## config.mk

```make
export PLATFORM = sky130hd
export DESIGN_NAME = int8_dot_product_with_norms
export DESIGN_NICKNAME = d
export VERILOG_FILES = /design/src/rtl/int8dp_pkg.sv /design/src/rtl/int8_dot_product_with_norms.sv /design/src/rtl/int8dp_lane.sv /design/src/rtl/int8dp_merge.sv
export SDC_FILE = /design/constraint.sdc
export NUM_CORES = 2
export LEC_CHECK = 0
export ABC_AREA = 1
export BUFFER_PORTS_ARGS = -buffer_cell sky130_fd_sc_hd__buf_2
export CORE_ASPECT_RATIO = 0.8
export CORE_MARGIN = 2
export CORE_UTILIZATION = 60
export DETAILED_ROUTE_END_ITERATION = 12
export GPL_TIMING_DRIVEN = 1
export PLACE_DENSITY = 0.8
export SYNTH_ARGS = -nofsm -noshare
export SYNTH_HDL_FRONTEND = slang
export SYNTH_SLANG_ARGS = --single-unit
```

## constraint.sdc

```tcl
create_clock -name clk -period 17.5 [get_ports clk]
set_input_delay 0.875 -clock clk [delete_from_list [all_inputs] [get_ports clk]]
set_output_delay 0.875 -clock clk [all_outputs]
set_load 0.1 [all_outputs]
```

## src/rtl/int8dp_pkg.sv

```systemverilog
// package for the int8 dot product with norms block: word types and constants
package int8dp_pkg;

  localparam int BYTE_W    = 8;
  localparam int MAX_LANES = 8;
  localparam int ACC_W     = 28;
  localparam int NORM_W    = 27;
  localparam int PROD_W    = 16;
  localparam int SQ_W      = 15;

  // input word
  typedef struct packed {
    logic [63:0] left_bytes;
    logic [63:0] right_bytes;
    logic [3:0]  lane_count;
    logic        last_item;
  } in_word_t;

  // result word
  typedef struct packed {
    logic signed [ACC_W-1:0] inner_product;
    logic [NORM_W-1:0]       left_norm;
    logic [NORM_W-1:0]       right_norm;
  } out_word_t;

  // registered products of one lane
  typedef struct packed {
    logic signed [PROD_W-1:0] dot;
    logic [SQ_W-1:0]          left_sq;
    logic [SQ_W-1:0]          right_sq;
  } lane_prod_t;

  // control from the lane stage to the merge stage
  typedef struct packed {
    logic step;
    logic last;
  } merge_ctl_t;

endpackage

```

## src/rtl/int8_dot_product_with_norms.sv

```systemverilog
// top level: int8 inner product and squared norms over a streamed vector pair
//
// Each input word carries up to LANES signed byte pairs (lane 0 in the low
// byte); lane_count above LANES counts as LANES and bytes of unused lanes are
// ignored. The block takes one word per clock while in_stall is low: the lane
// multipliers register their products, then the merge stage adds them into the
// three 28-bit running sums and registers the result word once the word flagged
// last reaches it, and the sums restart at zero. While a result waits on
// out_stall, words keep being accepted; in_stall rises only when another last
// word reaches the merge stage before the waiting result is taken. Sums are
// exact up to 8191 elements per vector and wrap modulo 2^28 beyond that, each
// norm being the low 27 bits of its sum.
module int8_dot_product_with_norms #(
  parameter int LANES = 8
) (
  input  logic                  clk,
  input  logic                  rst_n,
  input  logic                  in_valid,
  output logic                  in_stall,
  input  int8dp_pkg::in_word_t  in_data,
  output logic                  out_valid,
  input  logic                  out_stall,
  output int8dp_pkg::out_word_t out_data
);

  localparam logic [3:0] LANE_LIMIT = 4'(LANES);

  logic                               s1_valid_r;
  logic                               s1_last_r;
  logic                               s1_adv;
  logic                               load;
  logic [3:0]                         lane_cnt;
  logic [LANES-1:0]                   lane_on;
  int8dp_pkg::lane_prod_t [LANES-1:0] prods;
  int8dp_pkg::merge_ctl_t             ctl;

  // stage one moves on unless it holds a last word and the result is still held
  assign s1_adv   = !(s1_valid_r && s1_last_r && out_valid && out_stall);
  assign in_stall = !s1_adv;
  assign load     = in_valid && s1_adv;

  // clamp the lane count and mark active lanes
  always_comb begin
    lane_cnt = (in_data.lane_count > LANE_LIMIT) ? LANE_LIMIT : in_data.lane_count;
    for (int i = 0; i < LANES; i++) begin
      lane_on[i] = 4'(i) < lane_cnt;
    end
  end

  // stage one control
  always_ff @(posedge clk) begin
    if (!rst_n) begin
      s1_valid_r <= 1'b0;
      s1_last_r  <= 1'b0;
    end else if (s1_adv) begin
      s1_valid_r <= in_valid;
      s1_last_r  <= in_data.last_item;
    end
  end

  // lane multipliers
  for (genvar g = 0; g < LANES; g++) begin : g_lane
    int8dp_lane u_lane (
      .clk     (clk),
      .load    (load),
      .lane_on (lane_on[g]),
      .left    (in_data.left_bytes[g*8 +: 8]),
      .right   (in_data.right_bytes[g*8 +: 8]),
      .prod    (prods[g])
    );
  end

  assign ctl.step = s1_valid_r && s1_adv;
  assign ctl.last = s1_last_r;

  // merge and accumulate
  int8dp_merge #(
    .LANES (LANES)
  ) u_merge (
    .clk       (clk),
    .rst_n     (rst_n),
    .ctl       (ctl),
    .prods     (prods),
    .out_stall (out_stall),
    .out_valid (out_valid),
    .out_data  (out_data)
  );

endmodule

```

## src/rtl/int8dp_lane.sv

```systemverilog
// one lane: signed 8-bit product and both squares, registered
module int8dp_lane (
  input  logic                    clk,
  input  logic                    load,
  input  logic                    lane_on,
  input  logic [7:0]              left,
  input  logic [7:0]              right,
  output int8dp_pkg::lane_prod_t  prod
);

  logic signed [15:0]     left_ext;
  logic signed [15:0]     right_ext;
  logic signed [15:0]     dot_full;
  logic signed [15:0]     lsq_full;
  logic signed [15:0]     rsq_full;
  int8dp_pkg::lane_prod_t prod_r;
  int8dp_pkg::lane_prod_t prod_nxt;

  // sign extend and multiply, -128 * -128 fits exactly
  always_comb begin
    left_ext  = {{8{left[7]}}, left};
    right_ext = {{8{right[7]}}, right};
    dot_full  = left_ext * right_ext;
    lsq_full  = left_ext * left_ext;
    rsq_full  = right_ext * right_ext;
  end

  // invalid lanes contribute zero
  always_comb begin
    if (lane_on) begin
      prod_nxt.dot      = dot_full;
      prod_nxt.left_sq  = lsq_full[14:0];
      prod_nxt.right_sq = rsq_full[14:0];
    end else begin
      prod_nxt = '0;
    end
  end

  // product register
  always_ff @(posedge clk) begin
    if (load) begin
      prod_r <= prod_nxt;
    end
  end

  assign prod = prod_r;

endmodule

```

## src/rtl/int8dp_merge.sv

```systemverilog
// merge stage: sums lane products, keeps the running sums, holds the result word
module int8dp_merge #(
  parameter int LANES = 8
) (
  input  logic                                clk,
  input  logic                                rst_n,
  input  int8dp_pkg::merge_ctl_t              ctl,
  input  int8dp_pkg::lane_prod_t [LANES-1:0]  prods,
  input  logic                                out_stall,
  output logic                                out_valid,
  output int8dp_pkg::out_word_t               out_data
);

  logic signed [18:0]                       dot_sum;
  logic [17:0]                              lsq_sum;
  logic [17:0]                              rsq_sum;
  logic signed [int8dp_pkg::ACC_W-1:0]      dot_acc_r;
  logic signed [int8dp_pkg::ACC_W-1:0]      dot_acc_nxt;
  logic [int8dp_pkg::ACC_W-1:0]             left_acc_r;
  logic [int8dp_pkg::ACC_W-1:0]             left_acc_nxt;
  logic [int8dp_pkg::ACC_W-1:0]             right_acc_r;
  logic [int8dp_pkg::ACC_W-1:0]             right_acc_nxt;
  logic                                     out_valid_r;
  int8dp_pkg::out_word_t                    out_data_r;

  // sum across lanes
  always_comb begin
    dot_sum = '0;
    lsq_sum = '0;
    rsq_sum = '0;
    for (int i = 0; i < LANES; i++) begin
      dot_sum = dot_sum + 19'(prods[i].dot);
      lsq_sum = lsq_sum + 18'(prods[i].left_sq);
      rsq_sum = rsq_sum + 18'(prods[i].right_sq);
    end
  end

  // running sums with the current item folded in, wrapping at 28 bits
  always_comb begin
    dot_acc_nxt   = dot_acc_r + 28'(dot_sum);
    left_acc_nxt  = left_acc_r + 28'(lsq_sum);
    right_acc_nxt = right_acc_r + 28'(rsq_sum);
  end

  // accumulators, cleared after a last item
  always_ff @(posedge clk) begin
    if (!rst_n) begin
      dot_acc_r   <= '0;
      left_acc_r  <= '0;
      right_acc_r <= '0;
    end else if (ctl.step) begin
      if (ctl.last) begin
        dot_acc_r   <= '0;
        left_acc_r  <= '0;
        right_acc_r <= '0;
      end else begin
        dot_acc_r   <= dot_acc_nxt;
        left_acc_r  <= left_acc_nxt;
        right_acc_r <= right_acc_nxt;
      end
    end
  end

  // result valid flag
  always_ff @(posedge clk) begin
    if (!rst_n) begin
      out_valid_r <= 1'b0;
    end else if (ctl.step && ctl.last) begin
      out_valid_r <= 1'b1;
    end else if (!out_stall) begin
      out_valid_r <= 1'b0;
    end
  end

  // result word
  always_ff @(posedge clk) begin
    if (ctl.step && ctl.last) begin
      out_data_r.inner_product <= dot_acc_nxt;
      out_data_r.left_norm     <= left_acc_nxt[int8dp_pkg::NORM_W-1:0];
      out_data_r.right_norm    <= right_acc_nxt[int8dp_pkg::NORM_W-1:0];
    end
  end

  assign out_valid = out_valid_r;
  assign out_data  = out_data_r;

endmodule

```

Yosys cells after proc, flatten, opt, wreduce, memory -nomap -nowiden:

Cells that the tools add are included.
W data, S select, Z words.

* flip-flop bits (word level): 537
* input bits: 137
* word-level logic and storage cells: 104
* output and inout port bits: 84

* magnitude comparators: 9
* multiply operators: 24
* reductions and logical operators: 7
* equal/unequal tests: 1
* mux-type cells: 6
* $add $sub $neg: 24

Operators by type and width (number)
* $mul A8 B8 Y15: 16
* $add A18 B15 Y18: 12
* $mul A8 B8 Y16: 8
* $add A19 B16 Y19: 5
* $mux W28: 3
* $add A28 B18 Y28: 2
* $add A15 B15 Y16: 2
* $add A28 B19 Y28: 1
* $add A17 B16 Y18: 1
* $add A16 B16 Y17: 1
* $lt A3 B4 Y1 const A: 4
* $lt A1 B4 Y1 const A: 2
* $lt A2 B4 Y1 const A: 2
* $logic_and A1 B1 Y1: 6
* $gt A4 B4 Y1 const B: 1
* $mux W4: 1
* $mux W1: 2
* $ne A2 B1 Y1 const B: 1
* $logic_not A1 Y1: 1

Logic depth before layout (Yosys ltp):

* depth after elaboration: 9
* mapped depth: 39

Modules after synthesis:

Synthesis repeated with hierarchy kept, for this count alone.

* cells, all modules: 11319
* area, all modules: 88711.3 sq um

Modules (own cells, without submodules)
* int8dp_lane at g_lane[0].u_lane ...: cells an instance 1130, sequential area each 1321.3 sq um, instances 3, area each 8630.8 sq um
* int8dp_lane at g_lane[4].u_lane ...: cells an instance 1102, sequential area each 1321.3 sq um, instances 3, area each 8501.9 sq um
* int8dp_merge: cells an instance 2377, sequential area each 4124.0 sq um, instances 1, area each 20085.5 sq um
* int8dp_lane at g_lane[3].u_lane: cells an instance 1132, sequential area each 1321.3 sq um, instances 1, area each 8622.0 sq um
* int8dp_lane at g_lane[7].u_lane: cells an instance 1086, sequential area each 1321.3 sq um, instances 1, area each 8451.9 sq um
* int8_dot_product_with_norms: cells an instance 28, sequential area each 40.0 sq um, instances 1, area each 153.9 sq um

Worst setup path after synthesis:

No wires, ideal clock.

* kind: input port to flip-flop
* from: in out_stall
* to: reg g_lane[0].u_lane.prod_r (netlist bit g_lane[0].u_lane.prod[0]), enable pin
* path buffers: 0
* setup time: 1.075 ns
* stages on the path: 3
* setup slack: 0.536 ns
* data required time: 16.425 ns
* arrival time: 15.889 ns
* cell sequence: nand2_1 > nor2_2 > nor2_1

* longest elaborated chain between the ends: 3

RTL lines
* start: declaration: line int8_dot_product_with_norms.sv:22 `input logic out_stall,`
* $logic_and A1 B1 Y1: line int8_dot_product_with_norms.sv:38 `assign s1_adv = !(s1_valid_r && s1_last_r && out_valid && out_stall);`
* named net in_stall: line int8_dot_product_with_norms.sv:19 `output logic in_stall,`
* $logic_not A1 Y1: line int8_dot_product_with_norms.sv:38
* $logic_and A1 B1 Y1: line int8_dot_product_with_norms.sv:40 `assign load = in_valid && s1_adv;`
* named net g_lane[0].u_lane.load: line int8dp_lane.sv:4 `input logic load,`
* end signal: assignment: line int8dp_lane.sv:42 `prod_r <= prod_nxt;`
* end: declaration: line int8dp_lane.sv:16 `int8dp_pkg::lane_prod_t prod_r;`

The timed path passes the listed nets, and every way through them passes these cells.
A chain may end at the register's enable or synchronous reset.

Worst setup path after layout:

* from: reg g_lane[0].u_lane.prod_r (netlist bit g_lane[0].u_lane.prod[18])
* to: reg u_merge.out_data_r (netlist bit u_merge.out_data[52]) (data pin)

* longest elaborated chain between the ends: 8

RTL lines
* $add A15 B15 Y16: line int8dp_merge.sv:33 `lsq_sum = lsq_sum + 18'(prods[i].left_sq);`
* $add A18 B15 Y18 (6 in a row): line int8dp_merge.sv:33
* $add A28 B18 Y28: line int8dp_merge.sv:41 `left_acc_nxt = left_acc_r + 28'(lsq_sum);`
* named net u_merge.left_acc_nxt, one bit: line int8dp_merge.sv:20 `logic [int8dp_pkg::ACC_W-1:0] left_acc_nxt;`
* end: declaration: line int8dp_merge.sv:24 `int8dp_pkg::out_word_t out_data_r;`

The timed path passes the listed nets, and every way through them passes these cells.

==> flow_summary.ini <==
[outcome]
status = completed

[timing]
finalSetupTns_ps = 0
layout_worst_path_cycle_share_pct = 42.1
hold_viol_final = 0
fmax_ghz = 0.136
grt_setup_unrepaired = false
maxSlewHeadroom_pct = 16.7
worst_slack_ps = 10130
finalWorstPathRequiredPeriod_ps = 7370
setup_violations = 0
slew_viol_final = 0
fin_skew_ps = 39.6
worst_pin_slew_ps = 1250

[finish]
drive_gt1_share_pct = 4.75
final_common_cell = inv_1
nNetsFinal = 12300
design_area_mm2 = 0.0888
final_cell_mix = inv_1, nand2_1, fa_1
area_growth_syn_to_layout_pct = 5.45
multi_input_area_mm2 = 0.0576
regArea_mm2 = 0.0147
instances_no_fill = 12000
fillCellCount = 11500

[routing]
drt_iter0_drc = 6365
routed_wl_mm = 223
drc_errors = 0
drt-wirelength-per-cell_um = 18.6
vias = 65000
firstDrtPassIters = 8
viasPerCell = 5.44
final_antenna_net_count = 0

[place]
placed_area_mm2 = 0.0866
dpl.hpwl_mm = 187
gp_congestion = 1.01
place_inst = 11800
dpl_worst_slack_ps = 10250
port_buffers = 220

[die]
coreArea_mm2 = 0.139
dieArea_mm2 = 0.143
num_rows = 122
fp.dieW_um = 423
die_y_um = 339
start_util_pct = 60.7
io_pins = 221

[setup_path]
cp.arrival_ps = 7780
regToRegStartpoint = g_lane[0].u_lane.prod[18]$_SDFFCE_PP0P_
end_kind = flip-flop
cp-start-kind = flip-flop
critPathSlowestCell = fa_1
crit_start = g_lane[0].u_lane.prod[18]$_SDFFCE_PP0P_
max_stage_delay_ps = 500
required_ps = 17910
worstSetupPathType = flip-flop to flip-flop
worst-path-max-fanout = 6

[global_routing]
grt_pass1_wl_mm = 358
antenna_found_initial = 17
grt_overflow = 0
first_global_vias = 65600
grt_start_max_net_pins = 89
grt_util_all_layers_pct = 31.7

[logic_synthesis]
syn_avg_cell_area_um2 = 8.39
ys_ff_latch = 519
ys_seq_area_share_pct = 17.5
synth_edf_count = 434
syn_inst = 10000
synth_ff_type = edfxtp_1
netlist_area_mm2 = 0.0842
synthArstFlopShare_pct = 0
synth_warnings = 0
yosysUniqueCellTypes = 54

[clock_network]
path_clk_slew_ps = 60
cts_buffers = 58
cts-htree-levels = 2
cts_resized = 0
postCtsSetupBuffers = 0
postCtsHoldBufs = 0
cts_tree = built
clk_latency_ps = 680
clock-sinks = 519
cts_root_buf = clkbuf_16
ctsLongestPathBuffers = 3

[hold_path]
hp-class = primary input to flip-flop
hold_start = in_data[0]

[job]
drv_cap = 0
==> final timing paths <==
| check | to | slack [ps] | depth (start not counted) |
|---|---|---|---|
| min | s1_last_r$_SDFFE_PN0N_ | 450 | 3 |
| max reg2reg | u_merge.out_data[52]$_DFFE_PP_ | 10130 | 31 |
| min reg2reg | u_merge.left_acc_r[12]$_SDFFE_PN0P_ | 470 | 2 |
| max | u_merge.out_data[52]$_DFFE_PP_ | 10130 | 31 |
==> cell usage after synthesis (5+ instances only) <==
master | number | area share [%]
a211oi_1 | 6 | 0.054
a21o_1 | 37 | 0.33
a21oi_1 | 598 | 3.6
a21oi_2 | 9 | 0.094
a31oi_1 | 41 | 0.30
and2_1 | 31 | 0.23
buf_1 | 12 | 0.054
buf_2 | 22 | 0.13
clkbuf_1 | 256 | 1.1
dfxtp_1 | 85 | 2.0
edfxtp_1 | 434 | 15
fa_1 | 1359 | 32
ha_1 | 785 | 12
inv_1 | 2855 | 13
inv_2 | 11 | 0.049
nand2_1 | 1837 | 8.2
nand2_2 | 18 | 0.13
nand3_1 | 235 | 1.4
nand3_2 | 5 | 0.059
nand3b_1 | 13 | 0.12
nand4_1 | 48 | 0.36
nor2_1 | 419 | 1.9
nor2_2 | 13 | 0.097
nor3_1 | 96 | 0.57
o2111ai_1 | 25 | 0.26
o211ai_1 | 7 | 0.062
o21a_1 | 36 | 0.32
o21ai_0 | 206 | 1.2
o21ai_1 | 18 | 0.11
o21ai_2 | 8 | 0.083
o21bai_1 | 43 | 0.38
o31ai_1 | 11 | 0.098
or2_1 | 8 | 0.059
or2_2 | 63 | 0.47
xnor2_1 | 172 | 1.8
xor2_1 | 165 | 1.7
xor2_2 | 5 | 0.097
==> registers in the layout, indices dropped and copies added (netlist names) <==
signal	cells
g_lane.u_lane.prod	352
s1_last_r	1
s1_valid_r	1
u_merge.dot_acc_r	28
u_merge.left_acc_r	27
u_merge.out_data	82
u_merge.out_valid	1
u_merge.right_acc_r	27
==> cell type report <==
type	count	area share [%]
Multi-Input combinational cell	6360	64.9
Sequential cell	519	16.6
Inverter	2866	12.1
Tap cell	1860	2.62
Clock buffer	64	1.66
Timing Repair Buffer	232	1.34
Clock inverter	44	0.701
Antenna cell	11	0.0310
==> per-layer routing <==
metal	global-route usage [%]	share of wire, %
met1	47.0	43
met3	6.33	11
met2	47.4	43
met5	0	0.0058
met4	8.86	3.0
==> stage by stage <==
step / utilization (%) / hold slack (ps)
after detailed placement: 62.4 / 462
after global routing: 64.0 / 465
final: 64.0 / 452
after floorplan: - / 448
after global placement: 62.4 / 456
after CTS: 63.9 / 423
==> critical path: cells and delay by family, from the launching register on <==
| family | cells | cell delay [ps] |
|---|---|---|
| buf+inv | 3 | 210 |
| flops | 1 | 380 |
| fa+ha+maj | 7 | 3020 |
| compound gates | 8 | 1580 |
| xor+xnor | 2 | 860 |
| simple gates | 11 | 1070 |
==> kinds of logic (layout without fill, tap and decap cells) <==
family / Yosys count / in the layout / synth area share, %
compound gates: 1060 / 1060 / 7.04
xor+xnor: 342 / 342 / 3.60
fa+ha+maj: 2144 / 2144 / 44.0
buf+inv: 3156 / 3206 / 14.1
flops: 519 / 519 / 17.5
other cells: 2 / 19 / 0.00892
simple gates: 2806 / 2806 / 13.7
Power is not shown: default switching activity piles up to over one toggle a cycle in this logic, so the estimate is an artifact.
